$ cat src/hdl/sacc_pkg.sv
// Package for the set-associative cache with clock replacement.
// Holds port widths, register codes and reset values, and the controller/datapath structs.
// No dependencies.
package sacc_pkg;

  localparam int ADDR_W      = 32;
  localparam int OUT_WAY_W   = 2;
  localparam int CFG_INDEX_W = 1;
  localparam int CFG_DATA_W  = 3;

  localparam logic [CFG_INDEX_W-1:0] REG_INDEX_BITS  = 1'b0;
  localparam logic [CFG_INDEX_W-1:0] REG_WAYS_IN_USE = 1'b1;

  localparam logic [CFG_DATA_W-1:0] INDEX_BITS_RESET  = 3'd6;
  localparam logic [CFG_DATA_W-1:0] WAYS_IN_USE_RESET = 3'd4;

  typedef struct packed {
    logic clear_wr;
    logic accept;
    logic finish;
  } cmd_t;

  typedef struct packed {
    logic clear_last;
  } status_t;

endpackage

$ cat src/hdl/sacc_ctrl.sv
// Controller: set-state clearing pass, access acceptance, lookup completion
// and result valid. Depends on sacc_pkg.
module sacc_ctrl (
  input  logic              clk,
  input  logic              rst,
  input  logic              access_valid,
  output logic              access_stall,
  output logic              result_valid,
  input  logic              result_stall,
  output sacc_pkg::cmd_t    cmd,
  input  sacc_pkg::status_t status
);

  typedef enum logic [1:0] {
    S_CLEAR,
    S_IDLE,
    S_LOOKUP
  } state_t;

  state_t state;

  assign access_stall = (state != S_IDLE);

  always_comb begin
    cmd.clear_wr = (state == S_CLEAR);
    cmd.accept   = (state == S_IDLE) && access_valid;
    cmd.finish   = (state == S_LOOKUP) && (!result_valid || !result_stall);
  end

  always_ff @(posedge clk) begin
    if (rst) begin
      state        <= S_CLEAR;
      result_valid <= 1'b0;
    end else begin
      case (state)
        S_CLEAR: begin
          if (status.clear_last) begin
            state <= S_IDLE;
          end
        end
        S_IDLE: begin
          if (cmd.accept) begin
            state <= S_LOOKUP;
          end
        end
        S_LOOKUP: begin
          if (cmd.finish) begin
            state <= S_IDLE;
          end
        end
        default: state <= S_CLEAR;
      endcase
      if (cmd.finish) begin
        result_valid <= 1'b1;
      end else if (!result_stall) begin
        result_valid <= 1'b0;
      end
    end
  end

endmodule

$ cat config.mk
export PLATFORM = sky130hd
export DESIGN_NAME = sacc_ctrl
export DESIGN_NICKNAME = d
export VERILOG_FILES = /design/src/hdl/sacc_pkg.sv /design/src/hdl/sacc_ctrl.sv
export SDC_FILE = /design/constraint.sdc
export NUM_CORES = 1
export LEC_CHECK = 0
export BUFFER_PORTS_ARGS = -buffer_cell sky130_fd_sc_hd__buf_2
export CORE_AREA = 2 2 39 41
export DETAILED_ROUTE_END_ITERATION = 6
export DIE_AREA = 0 0 41 43
export GPL_TIMING_DRIVEN = 1
export SETUP_SLACK_MARGIN = 0.2
export SLEW_MARGIN = 20
export SYNTH_ARGS = -nofsm -noshare
export SYNTH_HDL_FRONTEND = slang
export SYNTH_SLANG_ARGS = --single-unit
$ cat constraint.sdc
create_clock -name clk -period 1.11 [get_ports clk]
set_input_delay 0.0555 -clock clk [delete_from_list [all_inputs] [get_ports clk]]
set_output_delay 0.0555 -clock clk [all_outputs]
set_load 0.05 [all_outputs]
==> summary.txt <==
Status = complete, but fails checks
Failing checks = setup timing
Initial core utilization = 10.76%
Most common cell after layout, fill and taps aside = buf_6
Cell Pwr Density = 1239 nW/um^2
TritonRoute pass-1 iters = 2
Core region area = 1384 um^2
CTS root buf = clkbuf_4
Final Skew = 0.8785 ps
Final critical-path required period = 1176 ps
Max-slew violation count = 0
Grt ovf = 0
Reg area = 68.82 um^2
FF+latch count, synth = 3
Maximum vdd drop = 0.3641 mV
Post-synthesis cell area = 148.9 um^2
Largest net degree at the start of global routing = 6
Mapped Nets = 21
CP Launch Type = register
Worst-Margin Slew = 228.2 ps
Aggregate global-route resource usage = 6.507%
Fmax = 0.8504 GHz
Worst path cell trace = or2b_1 > a21oi_4 > buf_6
Core Rows = 14
Final wirelength = 438 um
Max incr delay on CP = 340 ps
Initial DRC count = 2
DR vias = 194
RSZ-0062 raised after global routing = yes
Avg Inst Size Synth = 9.306 um^2
Rel. slew slack = 84.59%
# placed instances = 42
CTS tree = yes
CTS buffer count = 3
Ys Warns = 0
PortBufs = 9
Antenna violations before repair = 0
CP arrival = 1120 ps
IO Count = 10
DR WL/cell = 8.760 um
CP max FO = 3
Antenna viol nets, final = 0
Hold Crit Class = in -> reg
H-tree depth = 1
Antenna diodes = 0
Final worst slack = -65.90 ps
Synthesized instance count = 16
CP Data Required Time = 1050 ps
Final worst-path cycle share = 105.9%
Vias in the first global route = 181
Register area share after synthesis = 40.34%
# setup viols final = 3
Kind of critical path = reg -> out
Worst-path clk slew = 40 ps
DRC Markers = 0
Fin Hold WS = 34.25 ps
Multi-input logic area = 122.6 um^2
CP max stage cell = dfxtp_4
Final Hold Fails = 0
Cell variety after synth = 12
Area Overhead vs Synth = 148.7%
Die area = 1763 um^2
Fill cells = 153
Max Root-Sink Buffers = 2
Vias/cell = 3.880
Final core occ = 26.76%
Sum of negative setup slack = -113.0 ps
CTS Sinks = 3
MaxCap Viol Count = 0
Final cell count without fillers = 50
Routability cong. = 0.6721
Die span in y = 43 um
First-pass GRT wire length = 710 um
Worst skew pair latency = 230 ps
Net count, final = 40
LEAKAGE = 0.1622 nW
Chip Width = 41 um
Most frequent cells in the layout = 6 x buf_6, 4 x buf_2, 3 x clkbuf_4
Share of cells above drive strength 1 = 73.53%
Crit. End Element = primary output
final timing paths:
kind	from	slack, ps	endpoint	cells past startpoint
hold / removal	rst	30	result_valid	2
setup reg to reg	state[1]	30	state[0]	3
setup / recovery	state[0]	-70	cmd[0]	3
hold reg to reg	state[0]	450	state[0]	1
cells in the mapped netlist:
library cell | instances | area share [%]
and3b_1 | 1 | 5.9
nand2_1 | 1 | 2.5
and4b_1 | 1 | 6.7
o41ai_1 | 1 | 5.9
nand2b_1 | 1 | 4.2
dfxtp_1 | 3 | 40
nor2_1 | 2 | 5.0
or4b_1 | 1 | 6.7
a21oi_1 | 2 | 6.7
and3_1 | 1 | 4.2
or2b_1 | 1 | 5.0
o21ba_2 | 1 | 6.7
sequential cells by signal, summed over array words and instances, names as in the netlist:
| signal | cells |
|---|---|
| state | 2 |
| result_valid | 1 |
per-layer routing:
| metal | up-vias | share of wire (%) | global-route usage [%] |
|---|---|---|---|
| li1 | 99 | - | - |
| met1 | 88 | 50 | 7.643 |
| met2 | 7 | 42 | 7.187 |
| met3 | 0 | 7.8 | 6.283 |
| met4 | 0 | 0 | 4.000 |
| met5 | - | 0 | 0 |
cells by family after synthesis:
| family | after synthesis | synth area share (%) |
|---|---|---|
| compound gates | 4 | 19.33 |
| simple gates | 9 | 40.34 |
| flops | 3 | 40.34 |
where the power goes:
part	switching [mW]	internal, mW
Combinational	0.0787	0.0725
Sequential	0.00533	0.113
Clock	0.0545	0.135
Total	0.139	0.320
through the flow:
stage | power, mW | setup slack [ps] | instance area, um^2
floorplan | 0.1890 | 110.8 | 176.4
global placement | 0.2160 | 88.69 | 249.0
detailed placement | 0.2170 | 86.05 | 249.0
CTS | 0.4599 | -80.65 | 351.6
global route | 0.4872 | -98.66 | 370.4
finish | 0.4590 | -65.90 | 370.4
layout make-up:
type,instances,area share (%)
repair buffers,14,35.81
multi-input cells,13,33.11
flip-flops and latches,3,18.58
clock buffers,4,7.095
well taps,16,5.405
repair_timing:
action	in CTS	in global routing
buffers inserted	3	1
resized for setup	15	3
setup endpoints to repair	7	6
pin swaps	1	0
hold buffers	0	0
worst max-delay path: cells and delay by family, from the launching register on:
family / cells / cell delay [ps]
buffers and inverters: 1 / 170
and+or+nand+nor: 1 / 260
DFF: 1 / 340
AOI/OAI and AO/OA: 1 / 130
Note: power is estimated with default switching activity, not from simulation.
